==> config.mk <==
export PLATFORM = sky130hd
export DESIGN_NAME = one_wire_bus_master
export DESIGN_NICKNAME = d
export VERILOG_FILES = /design/src/rtl/owbm_pkg.sv /design/src/rtl/one_wire_bus_master.sv
export SDC_FILE = /design/constraint.sdc
export NUM_CORES = 1
export LEC_CHECK = 0
export ABC_CLOCK_PERIOD_IN_PS = 5500
export BUFFER_PORTS_ARGS = -buffer_cell sky130_fd_sc_hd__buf_2
export CORE_ASPECT_RATIO = 2
export CORE_MARGIN = 2
export CORE_UTILIZATION = 45
export CTS_BUF_LIST = sky130_fd_sc_hd__clkbuf_8
export DETAILED_ROUTE_END_ITERATION = 8
export PLACE_DENSITY = 0.76
export SLEW_MARGIN = 20
export SYNTH_ARGS = -nofsm -noshare
export SYNTH_HDL_FRONTEND = slang
export SYNTH_SLANG_ARGS = --single-unit
==> constraint.sdc <==
create_clock -name clk -period 5.5 [get_ports clk]
set_input_delay 1.1 -clock clk [delete_from_list [all_inputs] [get_ports clk]]
set_output_delay 1.1 -clock clk [all_outputs]
set_load 0.05 [all_outputs]
==> src/rtl/owbm_pkg.sv <==
// Package for the 1-Wire bus master: command codes, sequence phases,
// timing register indexes and stream word widths.
// No dependencies.
package owbm_pkg;

  localparam int TIME_WIDTH_DEFAULT = 10;
  localparam int CFG_WIDTH          = 10;
  localparam int CFG_COUNT          = 7;
  localparam int PADDR_WIDTH        = 5;
  localparam int APB_DATA_WIDTH     = 32;
  localparam int IN_TDATA_WIDTH     = 16;
  localparam int OUT_TDATA_WIDTH    = 16;
  localparam int MODE_WIDTH         = 2;

  localparam logic [CFG_WIDTH-1:0] RESET_LOW_INIT    = 10'd500;
  localparam logic [CFG_WIDTH-1:0] PRES_WAIT_INIT    = 10'd38;
  localparam logic [CFG_WIDTH-1:0] PRES_TAIL_INIT    = 10'd142;
  localparam logic [CFG_WIDTH-1:0] SLOT_START_INIT   = 10'd1;
  localparam logic [CFG_WIDTH-1:0] SLOT_HOLD_INIT    = 10'd77;
  localparam logic [CFG_WIDTH-1:0] SLOT_REC_INIT     = 10'd1;
  localparam logic [CFG_WIDTH-1:0] SAMPLE_DELAY_INIT = 10'd1;

  typedef enum logic [MODE_WIDTH-1:0] {
    MODE_TICK  = 2'd0,
    MODE_RESET = 2'd1,
    MODE_WRITE = 2'd2,
    MODE_READ  = 2'd3
  } mode_t;

  typedef enum logic [3:0] {
    PH_IDLE      = 4'd0,
    PH_RST_PRE   = 4'd1,
    PH_RST_LOW   = 4'd2,
    PH_RST_WAIT  = 4'd3,
    PH_RST_TAIL  = 4'd4,
    PH_RST_POST  = 4'd5,
    PH_WR_START  = 4'd6,
    PH_WR_BIT    = 4'd7,
    PH_WR_REC    = 4'd8,
    PH_RD_START  = 4'd9,
    PH_RD_DELAY  = 4'd10,
    PH_RD_HOLD   = 4'd11,
    PH_RD_REC    = 4'd12
  } phase_t;

  typedef enum logic [2:0] {
    REG_RESET_LOW    = 3'd0,
    REG_PRES_WAIT    = 3'd1,
    REG_PRES_TAIL    = 3'd2,
    REG_SLOT_START   = 3'd3,
    REG_SLOT_HOLD    = 3'd4,
    REG_SLOT_REC     = 3'd5,
    REG_SAMPLE_DELAY = 3'd6
  } reg_idx_t;

endpackage

==> src/rtl/one_wire_bus_master.sv <==
// 1-Wire bus master, standard speed, stepped by one-microsecond tick words.
// Timing registers on an APB port; uses owbm_pkg.
//
//   channel   dir   handshake              contents
//   s_axis    in    tvalid/tready          tuser: mode; tdata: bus_level, data_byte
//   m_axis    out   tvalid/tready          tdata: drive, busy, done, presence, byte, rejected
//   apb       in    psel/penable/pready    seven 10-bit timing registers at 4*i
//
// One word in, one word out; a word is taken every cycle while the output
// register is empty or being drained, so the rate is one word per cycle.
// The sequencer state updates at the edge that takes the word.
// Reset (rst, synchronous) idles the sequencer, loads the default timings
// and empties the output register.
// A stalled output holds its word and stalls the input only while full.
module one_wire_bus_master #(
  parameter int TIME_WIDTH = owbm_pkg::TIME_WIDTH_DEFAULT
) (
  input  logic                                      clk,
  input  logic                                      rst,
  input  logic                                      s_axis_tvalid,
  output logic                                      s_axis_tready,
  // [0] bus_level, [8:1] data_byte, [15:9] zero
  input  logic [owbm_pkg::IN_TDATA_WIDTH-1:0]       s_axis_tdata,
  // [1:0] mode
  input  logic [owbm_pkg::MODE_WIDTH-1:0]           s_axis_tuser,
  output logic                                      m_axis_tvalid,
  input  logic                                      m_axis_tready,
  // [0] bus_drive_low, [1] busy_res, [2] done_res, [3] presence_level,
  // [11:4] read_byte, [12] cmd_rejected, [15:13] zero
  output logic [owbm_pkg::OUT_TDATA_WIDTH-1:0]      m_axis_tdata,
  input  logic                                      psel,
  input  logic                                      penable,
  input  logic                                      pwrite,
  input  logic [owbm_pkg::PADDR_WIDTH-1:0]          paddr,
  input  logic [owbm_pkg::APB_DATA_WIDTH-1:0]       pwdata,
  output logic [owbm_pkg::APB_DATA_WIDTH-1:0]       prdata,
  output logic                                      pready
);

  localparam int CW = owbm_pkg::CFG_WIDTH;
  localparam int EW = (TIME_WIDTH > CW) ? TIME_WIDTH : CW;
  localparam logic [EW-1:0] TIME_MAX = EW'({TIME_WIDTH{1'b1}});
  localparam logic [TIME_WIDTH-1:0] TIME_ONE = TIME_WIDTH'(1);

  logic [CW-1:0] reset_low_time, presence_wait, presence_tail, slot_start;
  logic [CW-1:0] slot_hold, slot_recovery, read_sample_delay;

  owbm_pkg::phase_t          phase, phase_next, phase_adv, enter_phase;
  logic [TIME_WIDTH-1:0]     time_left, time_left_next, time_dec, enter_time;
  logic [2:0]                bit_index, bit_index_next;
  logic [7:0]                shift_byte, shift_byte_next;
  logic                      presence_seen, presence_seen_next;
  logic [7:0]                read_result, read_result_next;
  logic                      enter_en, done, rejected, drive;
  owbm_pkg::reg_idx_t        enter_reg;
  logic [CW-1:0]             cfg_sel;
  logic [EW-1:0]             cfg_ext;

  owbm_pkg::mode_t           mode;
  logic                      bus_level;
  logic [7:0]                data_byte;
  logic                      s_accept, cfg_write;

  assign mode      = owbm_pkg::mode_t'(s_axis_tuser);
  assign bus_level = s_axis_tdata[0];
  assign data_byte = s_axis_tdata[8:1];

  assign s_axis_tready = !m_axis_tvalid || m_axis_tready;
  assign s_accept      = s_axis_tvalid && s_axis_tready;

  // Configuration port
  assign pready    = 1'b1;
  assign cfg_write = psel && penable && pwrite && pready;

  always_ff @(posedge clk) begin
    if (rst) begin
      reset_low_time    <= owbm_pkg::RESET_LOW_INIT;
      presence_wait     <= owbm_pkg::PRES_WAIT_INIT;
      presence_tail     <= owbm_pkg::PRES_TAIL_INIT;
      slot_start        <= owbm_pkg::SLOT_START_INIT;
      slot_hold         <= owbm_pkg::SLOT_HOLD_INIT;
      slot_recovery     <= owbm_pkg::SLOT_REC_INIT;
      read_sample_delay <= owbm_pkg::SAMPLE_DELAY_INIT;
    end else if (cfg_write) begin
      case (owbm_pkg::reg_idx_t'(paddr[4:2]))
        owbm_pkg::REG_RESET_LOW:    reset_low_time    <= pwdata[CW-1:0];
        owbm_pkg::REG_PRES_WAIT:    presence_wait     <= pwdata[CW-1:0];
        owbm_pkg::REG_PRES_TAIL:    presence_tail     <= pwdata[CW-1:0];
        owbm_pkg::REG_SLOT_START:   slot_start        <= pwdata[CW-1:0];
        owbm_pkg::REG_SLOT_HOLD:    slot_hold         <= pwdata[CW-1:0];
        owbm_pkg::REG_SLOT_REC:     slot_recovery     <= pwdata[CW-1:0];
        owbm_pkg::REG_SAMPLE_DELAY: read_sample_delay <= pwdata[CW-1:0];
        default: begin
        end
      endcase
    end
  end

  always_comb begin
    prdata = '0;
    case (owbm_pkg::reg_idx_t'(paddr[4:2]))
      owbm_pkg::REG_RESET_LOW:    prdata[CW-1:0] = reset_low_time;
      owbm_pkg::REG_PRES_WAIT:    prdata[CW-1:0] = presence_wait;
      owbm_pkg::REG_PRES_TAIL:    prdata[CW-1:0] = presence_tail;
      owbm_pkg::REG_SLOT_START:   prdata[CW-1:0] = slot_start;
      owbm_pkg::REG_SLOT_HOLD:    prdata[CW-1:0] = slot_hold;
      owbm_pkg::REG_SLOT_REC:     prdata[CW-1:0] = slot_recovery;
      owbm_pkg::REG_SAMPLE_DELAY: prdata[CW-1:0] = read_sample_delay;
      default:                    prdata = '0;
    endcase
  end

  // Sequencer: command start, tick countdown and phase advance
  assign time_dec = (time_left != '0) ? time_left - TIME_ONE : '0;

  always_comb begin
    phase_adv          = phase;
    bit_index_next     = bit_index;
    shift_byte_next    = shift_byte;
    presence_seen_next = presence_seen;
    read_result_next   = read_result;
    enter_en           = 1'b0;
    enter_phase        = owbm_pkg::PH_IDLE;
    enter_reg          = owbm_pkg::REG_SLOT_REC;
    done               = 1'b0;
    rejected           = 1'b0;
    if (mode != owbm_pkg::MODE_TICK) begin
      if (phase != owbm_pkg::PH_IDLE) begin
        rejected = 1'b1;
      end else begin
        bit_index_next = '0;
        enter_en       = 1'b1;
        case (mode)
          owbm_pkg::MODE_RESET: begin
            enter_phase = owbm_pkg::PH_RST_PRE;
            enter_reg   = owbm_pkg::REG_SLOT_REC;
          end
          owbm_pkg::MODE_WRITE: begin
            shift_byte_next = data_byte;
            enter_phase     = owbm_pkg::PH_WR_START;
            enter_reg       = owbm_pkg::REG_SLOT_START;
          end
          default: begin
            enter_phase = owbm_pkg::PH_RD_START;
            enter_reg   = owbm_pkg::REG_SLOT_START;
          end
        endcase
      end
    end else if (phase != owbm_pkg::PH_IDLE && time_dec == '0) begin
      enter_en = 1'b1;
      case (phase)
        owbm_pkg::PH_RST_PRE: begin
          enter_phase = owbm_pkg::PH_RST_LOW;
          enter_reg   = owbm_pkg::REG_RESET_LOW;
        end
        owbm_pkg::PH_RST_LOW: begin
          enter_phase = owbm_pkg::PH_RST_WAIT;
          enter_reg   = owbm_pkg::REG_PRES_WAIT;
        end
        owbm_pkg::PH_RST_WAIT: begin
          presence_seen_next = bus_level;
          enter_phase        = owbm_pkg::PH_RST_TAIL;
          enter_reg          = owbm_pkg::REG_PRES_TAIL;
        end
        owbm_pkg::PH_RST_TAIL: begin
          enter_phase = owbm_pkg::PH_RST_POST;
          enter_reg   = owbm_pkg::REG_SLOT_REC;
        end
        owbm_pkg::PH_WR_START: begin
          enter_phase = owbm_pkg::PH_WR_BIT;
          enter_reg   = owbm_pkg::REG_SLOT_HOLD;
        end
        owbm_pkg::PH_WR_BIT: begin
          enter_phase = owbm_pkg::PH_WR_REC;
          enter_reg   = owbm_pkg::REG_SLOT_REC;
        end
        owbm_pkg::PH_WR_REC: begin
          shift_byte_next = {1'b0, shift_byte[7:1]};
          bit_index_next  = bit_index + 3'd1;
          if (bit_index == 3'd7) begin
            enter_en  = 1'b0;
            phase_adv = owbm_pkg::PH_IDLE;
            done      = 1'b1;
          end else begin
            enter_phase = owbm_pkg::PH_WR_START;
            enter_reg   = owbm_pkg::REG_SLOT_START;
          end
        end
        owbm_pkg::PH_RD_START: begin
          enter_phase = owbm_pkg::PH_RD_DELAY;
          enter_reg   = owbm_pkg::REG_SAMPLE_DELAY;
        end
        owbm_pkg::PH_RD_DELAY: begin
          shift_byte_next = {bus_level, shift_byte[7:1]};
          enter_phase     = owbm_pkg::PH_RD_HOLD;
          enter_reg       = owbm_pkg::REG_SLOT_HOLD;
        end
        owbm_pkg::PH_RD_HOLD: begin
          enter_phase = owbm_pkg::PH_RD_REC;
          enter_reg   = owbm_pkg::REG_SLOT_REC;
        end
        owbm_pkg::PH_RD_REC: begin
          bit_index_next = bit_index + 3'd1;
          if (bit_index == 3'd7) begin
            read_result_next = shift_byte;
            enter_en         = 1'b0;
            phase_adv        = owbm_pkg::PH_IDLE;
            done             = 1'b1;
          end else begin
            enter_phase = owbm_pkg::PH_RD_START;
            enter_reg   = owbm_pkg::REG_SLOT_START;
          end
        end
        default: begin
          // end of reset sequence, or an unknown phase: drop to idle
          enter_en  = 1'b0;
          phase_adv = owbm_pkg::PH_IDLE;
          done      = (phase == owbm_pkg::PH_RST_POST);
        end
      endcase
    end
  end

  always_comb begin
    case (enter_reg)
      owbm_pkg::REG_RESET_LOW:    cfg_sel = reset_low_time;
      owbm_pkg::REG_PRES_WAIT:    cfg_sel = presence_wait;
      owbm_pkg::REG_PRES_TAIL:    cfg_sel = presence_tail;
      owbm_pkg::REG_SLOT_START:   cfg_sel = slot_start;
      owbm_pkg::REG_SLOT_HOLD:    cfg_sel = slot_hold;
      owbm_pkg::REG_SLOT_REC:     cfg_sel = slot_recovery;
      owbm_pkg::REG_SAMPLE_DELAY: cfg_sel = read_sample_delay;
      default:                    cfg_sel = slot_recovery;
    endcase
    cfg_ext = EW'(cfg_sel);
    if (cfg_sel == '0) begin
      enter_time = TIME_ONE;
    end else if (cfg_ext > TIME_MAX) begin
      enter_time = TIME_MAX[TIME_WIDTH-1:0];
    end else begin
      enter_time = cfg_ext[TIME_WIDTH-1:0];
    end
  end

  always_comb begin
    if (enter_en) begin
      phase_next     = enter_phase;
      time_left_next = enter_time;
    end else if (mode == owbm_pkg::MODE_TICK && phase != owbm_pkg::PH_IDLE) begin
      phase_next     = phase_adv;
      time_left_next = (phase_adv == owbm_pkg::PH_IDLE) ? '0 : time_dec;
    end else begin
      phase_next     = phase;
      time_left_next = time_left;
    end
    case (phase_next)
      owbm_pkg::PH_RST_LOW,
      owbm_pkg::PH_WR_START,
      owbm_pkg::PH_RD_START: drive = 1'b1;
      owbm_pkg::PH_WR_BIT:   drive = ~shift_byte_next[0];
      default:               drive = 1'b0;
    endcase
  end

  always_ff @(posedge clk) begin
    if (rst) begin
      phase         <= owbm_pkg::PH_IDLE;
      time_left     <= '0;
      bit_index     <= '0;
      shift_byte    <= '0;
      presence_seen <= 1'b1;
      read_result   <= '0;
    end else if (s_accept) begin
      phase         <= phase_next;
      time_left     <= time_left_next;
      bit_index     <= bit_index_next;
      shift_byte    <= shift_byte_next;
      presence_seen <= presence_seen_next;
      read_result   <= read_result_next;
    end
  end

  // Output register
  always_ff @(posedge clk) begin
    if (rst) begin
      m_axis_tvalid <= 1'b0;
    end else if (s_accept) begin
      m_axis_tvalid <= 1'b1;
    end else if (m_axis_tready) begin
      m_axis_tvalid <= 1'b0;
    end
  end

  always_ff @(posedge clk) begin
    if (s_accept) begin
      m_axis_tdata <= {3'b000, rejected, read_result_next, presence_seen_next, done,
                       (phase_next != owbm_pkg::PH_IDLE), drive};
    end
  end

`ifndef SYNTHESIS
  a_busy_has_time: assert property (@(posedge clk) disable iff (rst)
    (phase != owbm_pkg::PH_IDLE) |-> (time_left != '0))
    else $error("running phase with empty tick count");

  a_idle_no_time: assert property (@(posedge clk) disable iff (rst)
    (phase == owbm_pkg::PH_IDLE) |-> (time_left == '0))
    else $error("idle phase with pending tick count");

  a_start_runs: assert property (@(posedge clk) disable iff (rst)
    (s_accept && mode != owbm_pkg::MODE_TICK && phase == owbm_pkg::PH_IDLE)
      |=> (phase != owbm_pkg::PH_IDLE && bit_index == '0))
    else $error("accepted command did not start a sequence");

  a_done_not_busy: assert property (@(posedge clk) disable iff (rst)
    (m_axis_tvalid && m_axis_tdata[2]) |-> (!m_axis_tdata[1] && !m_axis_tdata[12]))
    else $error("done word still busy or flagged rejected");

  a_reject_keeps_state: assert property (@(posedge clk) disable iff (rst)
    (s_accept && mode != owbm_pkg::MODE_TICK && phase != owbm_pkg::PH_IDLE)
      |=> ($stable(phase) && $stable(time_left) && $stable(shift_byte)))
    else $error("rejected command changed sequencer state");
`endif

endmodule

==> results.toml, run 1 <==
[power]
ir_drop_v = 0.000233
p_int_mw = 1.59
p_comb_share_pct = 25.7
swShare_pct = 34.7
seqPwrFrac_pct = 38.1
clock_power_share_pct = 36.2
power_switching_mw = 0.843
p_leak_nw = 2.91
power_density_nw_per_um2 = 321

[synth]
syn_inst = 831
synth.distinct_cells = 78
ys_async_sr_fraction_pct = 0
ys.flop_type = "dfxtp_1"
synth-seq-area-share_pct = 36.3
ys_warn_count = 0
syn-cell-area_um2 = 6870
synth_edf_count = 13
ys_ff_latch = 118
syn_area_per_cell_um2 = 8.27

[final_layout]
area_delta_synth_final_pct = 10.3
design_area_um2 = 7580
final_nets = 927
nFillCells = 1440
drive_gt1_share_pct = 17.2
diodes = 0

[placed_design]
place_area_um2 = 7140
place.gp.congestion = 0.932
place.port_buffers = 55
post-place-ws_ns = 1.24
place_hpwl_mm = 13.4

[setup_path]
critPathRequiredTime_ns = 4.40
r2r_cells = 12
crit_path_end_kind = "output pin"
rrSetupSlack_ns = 1.62
r2r_start = "time_left[0]"
r2r-end = "time_left[0]"
cp_slowest_cell = "nor2b_1"
crit_top_cell = "buf_2"
worstSetupPathType = "primary input to output pin"
crit_chain = "buf_2 -> nor2b_1 -> a22o_1 -> nand2_1 -> o221ai_1 -> buf_2"
cpPeakStageDelay_ns = 0.67
crit_path_max_fanout = 27
arrival_ns = 2.98
start_kind = "primary input"

[floorplanning]
ioPinCount = 113
fp.dieW_um = 91.4
start_util_pct = 46.1
rows = 63
die_area_um2 = 16300
fp.coreArea_um2 = 14900
die_height_um = 179

[clock_tree]
cts.sinks = 118
cts_buffers = 17
root_buffer = "clkbuf_8"
path_clk_slew_ns = 0.08
cts_resized = 0
htree_levels = 4
cts_tree = "built"
clk_latency_ns = 0.44
cts_max_path_buffers = 2
cts_setup_buffers = 0
ctsHoldBuffers = 0

[drt]
drt_wl_total_mm = 19.3
drt_iter0_drc = 469
ant_nets = 0
drt_pass1_iterations = 7
vias = 6373
wl_per_cell_um = 18.1
drcViolationCount = 0
viasPerCell = 5.98

[timing]
setup_viol_count_final = 0
setup_ws_ns = 1.42
slew_viol_final = 0
tns_ns = 0
fmax_mhz = 245
hold_ws_ns = 0.454
rsz0062_at_grt = "no"
period_share_pct = 74.2
finalHoldViolations = 0
skew_ns = 0.0159
worst_pin_slew_ns = 1.01
finalCriticalPeriod_ns = 4.08
slew_headroom_pct = 32.2

[worst_hold_path]
hold_depth = 2
hold_path_end = "read_result[7]"
hold_path.startpoint = "read_result[7]"
hp-class = "flip-flop to flip-flop"

[grt]
track_usage_pct = 23.8
antenna_found_initial = 0
grt_pass1_vias = 6128
gr-total-overflow = 0
grt_pass1_wl_mm = 30.8
grt_start_max_net_pins = 81

[outcome]
outcome = "finished clean"

[job]
drv_cap = 0
## stage by stage
| step | utilization [%] | instances | total power [mW] |
|---|---|---|---|
| 6_report | 50.9 | 1066 | 2.43 |
| 5_1_grt | 50.9 | 1066 | 2.52 |
| 4_1_cts | 50.9 | 1066 | 2.43 |
| 3_5_place_dp | 47.9 | 1035 | 1.56 |
| 3_3_place_gp | 47.9 | 1035 | 1.55 |
| 2_1_floorplan | - | 855 | 1.44 |
## cell usage in the layout (no fill, tap or decap), types with 10 or more instances in the layout
cell type	n
clkbuf_8	17
dfxtp_1	105
mux2_2	18
o21ai_0	30
inv_1	10
nand2_1	148
nor2_1	80
buf_2	55
buf_4	11
mux2i_1	69
nand3_1	26
nor3_1	13
o21ai_1	10
edfxtp_1	13
a21oi_1	58
nand2b_1	11
conb_1	26
## cell type report
| cell class | instances | area [µm²] | share of cell area (%) |
|---|---|---|---|
| timing repair buffer | 66 | 358 | 4.72 |
| multi-input combinational | 643 | 4000 | 52.8 |
| sequential | 118 | 2490 | 32.9 |
| clock buffer | 17 | 234 | 3.09 |
| tap | 195 | 244 | 3.22 |
| clock inverter | 14 | 201 | 2.66 |
| inverter | 13 | 48.8 | 0.644 |
## how the worst max path moves through the flow
| stage | from | to | slack, ns | cells after the start |
|---|---|---|---|---|
| 3_3_place_gp | s_axis_tuser[0] | time_left[0] | 1.33 | 10 |
| 6_report | paddr[3] | prdata[4] | 1.42 | 6 |
| 2_1_floorplan | paddr[4] | prdata[8] | 1.27 | 5 |
| 5_1_grt | paddr[3] | prdata[8] | 1.30 | 5 |
| 3_5_place_dp | s_axis_tuser[0] | time_left[0] | 1.24 | 10 |
| 4_1_cts | paddr[3] | prdata[4] | 1.43 | 6 |
## synth_stat cells, types with 8 or more instances
cell type | n | area share [%]
a21oi_1 | 59 | 4.3
a22oi_1 | 9 | 0.98
buf_2 | 10 | 0.73
buf_4 | 26 | 2.8
clkbuf_1 | 37 | 2.0
dfxtp_1 | 105 | 31
edfxtp_1 | 13 | 5.7
inv_1 | 10 | 0.55
mux2_2 | 18 | 2.9
mux2i_1 | 69 | 10
nand2_1 | 148 | 8.1
nand2b_1 | 11 | 1.0
nand3_1 | 26 | 1.9
nor2_1 | 80 | 4.4
nor2b_1 | 8 | 0.73
nor3_1 | 15 | 1.1
o21ai_0 | 30 | 2.2
o21ai_1 | 10 | 0.73
o22ai_1 | 9 | 0.82
## power by group through the flow
stage          logic (mW)  registers, mW  clock network (mW)
2_1_floorplan       0.492          0.952                   0
3_3_place_gp        0.608          0.945                   0
3_5_place_dp        0.614          0.946                   0
4_1_cts             0.616          0.926               0.890
5_1_grt             0.667          0.930               0.927
6_report            0.625          0.927               0.881
## layer usage
metal | global-route usage (%) | routed length [µm]
met1 | 23.7 | 6800
met2 | 43.3 | 10100
met3 | 4.33 | 1120
met4 | 17.9 | 1190
met5 | 0 | 0
## logic make-up (layout without fill, tap and decap cells)
group	after synthesis	in the layout	synth area share, %
and+or+nand+nor	334	334	22.9
muxes	93	93	15.0
DFF	118	118	36.3
other	2	26	0.109
xor gates and xnor gates	3	3	0.382
adders and majority gates	6	6	1.09
AOI/OAI and AO/OA	181	181	17.2
buffers and inverters	94	110	7.06
## sequential cells by signal (all words and copies together) (netlist names)
| signal | cells |
|---|---|
| m_axis_tdata | 13 |
| presence_tail | 10 |
| presence_wait | 10 |
| read_sample_delay | 10 |
| reset_low_time | 10 |
| slot_hold | 10 |
| slot_recovery | 10 |
| slot_start | 10 |
| time_left | 10 |
| read_result | 8 |
| shift_byte | 8 |
| phase | 4 |
| bit_index | 3 |
| m_axis_tvalid | 1 |
| presence_seen | 1 |
## worst max-delay path, delay by kind of cell
| family | cells | cell delay [ns] |
|---|---|---|
| and+or+nand+nor | 2 | 0.73 |
| AOI/OAI and AO/OA | 2 | 0.36 |
| buffers and inverters | 2 | 0.78 |
No activity file was read; power rests on OpenSTA's default activity.
==> run 2: changes to the inputs <==
--- a/config.mk
+++ b/config.mk
@@ -5,14 +5,14 @@
 export SDC_FILE = /design/constraint.sdc
 export NUM_CORES = 1
 export LEC_CHECK = 0
-export ABC_CLOCK_PERIOD_IN_PS = 5500
+export ABC_CLOCK_PERIOD_IN_PS = 3500
 export BUFFER_PORTS_ARGS = -buffer_cell sky130_fd_sc_hd__buf_2
 export CORE_ASPECT_RATIO = 2
 export CORE_MARGIN = 2
 export CORE_UTILIZATION = 45
 export CTS_BUF_LIST = sky130_fd_sc_hd__clkbuf_8
 export DETAILED_ROUTE_END_ITERATION = 8
-export PLACE_DENSITY = 0.76
+export PLACE_DENSITY = 0.79
 export SLEW_MARGIN = 20
 export SYNTH_ARGS = -nofsm -noshare
 export SYNTH_HDL_FRONTEND = slang
==> constraint.sdc (replaced) <==
create_clock -name clk -period 3.5 [get_ports clk]
set_input_delay 0.7 -clock clk [delete_from_list [all_inputs] [get_ports clk]]
set_output_delay 0.7 -clock clk [all_outputs]
set_load 0.05 [all_outputs]
==> run 2 against run 1 <==
Effect of this change: clock skew decreased by 0.0045 ns; sequential power increased by 55%; non-clock buffer count up 38; clock-buffer cell count stayed put; flip-flop and latch count did not move; worst setup slack lost 1.3 ns; via count is 4.2% higher; largest power group unchanged.
==> results.toml, run 2 (synthesized netlist as in run 1, its figures left out) <==
[drt]
drcViolationCount = 0
ant_nets = 0
drt_pass1_iterations = 7
viasPerCell = 6.01
vias = 6643
drt_iter0_drc = 532
drt_wl_total_mm = 20.0
wl_per_cell_um = 18.1

[final_layout]
final_nets = 965
final_util_pct = 52.5
design_area_um2 = 7820
drive_gt1_share_pct = 20.8
nFillCells = 1390
area_delta_synth_final_pct = 13.8
layout_commonest_cell = "nand2_1"
diodes = 0
layout.cells.most_common_list = "148 x nand2_1, 105 x dfxtp_1, 80 x nor2_1"
regMostFlops = "m_axis_tdata"
largest_register_ffs = 13

[setup_path]
critPathRequiredTime_ns = 3.68
start_kind = "flip-flop"
cp_slowest_cell = "nor4bb_1"
crit_chain = "inv_1 -> ha_1 -> nor3b_4 -> nor4bb_1 -> a211oi_2 -> nand4_4 -> buf_4 -> nor2_4 -> and3_1 -> buf_4 -> a221oi_1 -> o21a_1 -> o31ai_1"
crit_path_end_kind = "flip-flop"
arrival_ns = 3.52
cpPeakStageDelay_ns = 0.47
worstSetupPathType = "flip-flop to flip-flop"
crit_path_max_fanout = 9
crit_buf_inv = 3
crit_top_cell = "buf_4"
crit_family = "simple AND/OR/NAND/NOR gates"

[floorplanning]
die_area_um2 = 16300
rows = 63
ioPinCount = 113
die_height_um = 179
fp.dieW_um = 91.4
start_util_pct = 46.1
fp.coreArea_um2 = 14900

[clock_tree]
cts.sinks = 118
cts_tree = "built"
path_clk_slew_ns = 0.08
root_buffer = "clkbuf_8"
clk_latency_ns = 0.45
htree_levels = 4
cts_buffers = 17
ctsHoldBuffers = 0
cts_max_path_buffers = 2

[timing]
setup_viol_count_final = 0
fmax_mhz = 300
finalCriticalPeriod_ns = 3.34
skew_ns = 0.0114
hold_ws_ns = 0.455
slew_headroom_pct = 53.0
slew_viol_final = 0
period_share_pct = 95.3
finalHoldViolations = 0
tns_ns = 0
worst_pin_slew_ns = 0.705

[placed_design]
place.port_buffers = 55
place_area_um2 = 7410
place_hpwl_mm = 14.3
place.gp.congestion = 0.939

[power]
power_switching_mw = 1.38
ir_drop_v = 0.000307
clock_power_share_pct = 32.1
swShare_pct = 36.8
p_int_mw = 2.37
p_total_mw = 3.76
p_leak_nw = 3.08
p_comb_share_pct = 29.5
power_density_nw_per_um2 = 481
seqPwrFrac_pct = 38.4

[worst_hold_path]
hp-class = "flip-flop to flip-flop"

[grt]
antenna_found_initial = 0
grt_start_max_net_pins = 34
track_usage_pct = 24.5
grt_pass1_vias = 6372
grt_pass1_wl_mm = 31.5
gr-total-overflow = 0

[job]
drv_cap = 0

[outcome]
outcome = "finished clean"
run 2: final timing paths:
| kind | cells after the start | from | end | slack [ns] |
|---|---|---|---|---|
| min | 2 | read_result[2] | read_result[2] | 0.45 |
| min reg2reg | 2 | read_result[2] | read_result[2] | 0.45 |
| max | 13 | time_left[0] | m_axis_tdata[0] | 0.16 |
| max reg2reg | 13 | time_left[0] | m_axis_tdata[0] | 0.16 |
run 2: metal layers:
metal	routed length [µm]	track usage [%]	vias up	share of wire, %
met5	0	0	-	0
met2	10400	44.9	412	52
met4	1530	19.8	0	7.7
met3	1340	4.37	117	6.7
met1	6740	23.4	3067	34
li1	-	-	3047	-
run 2: layout make-up:
cell class	count	area, µm²	share of cell area, %
inverter	13	48.8	0.624
timing repair buffer	104	643	8.23
tap	195	244	3.12
multi-input combinational	643	4010	51.3
clock inverter	15	143	1.82
clock buffer	17	234	2.99
sequential	118	2490	31.9
run 2: power groups by stage:
| stage | Combinational (mW) | Clock, mW | Sequential (mW) |
|---|---|---|---|
| after floorplan | 0.774 | 0 | 1.50 |
| after global placement | 1.06 | 0 | 1.47 |
| after detailed placement | 1.07 | 0 | 1.47 |
| after CTS | 1.07 | 1.22 | 1.44 |
| after global routing | 1.18 | 1.28 | 1.45 |
| final | 1.11 | 1.21 | 1.44 |
run 2: what timing repair did:
item | in CTS | in global routing
resized for setup | 0 | 3
setup buffers | 0 | 1
endpoints found under the setup margin | 0 | 26
run 2: worst reg2reg max path: cells and delay by family (launching register included):
family / cells / cell delay, ns
and+or+nand+nor: 5 / 1.23
adders and majority gates: 1 / 0.24
DFF: 1 / 0.37
AOI/OAI and AO/OA: 4 / 0.76
buffers and inverters: 3 / 0.46
run 2: through the flow:
step,worst slack (ns),cells
after global placement,0.0991,1072
after detailed placement,0.0343,1072
after CTS,0.00920,1104
after global routing,-0.00790,1105
after floorplan,0.0733,855
final,0.164,1105
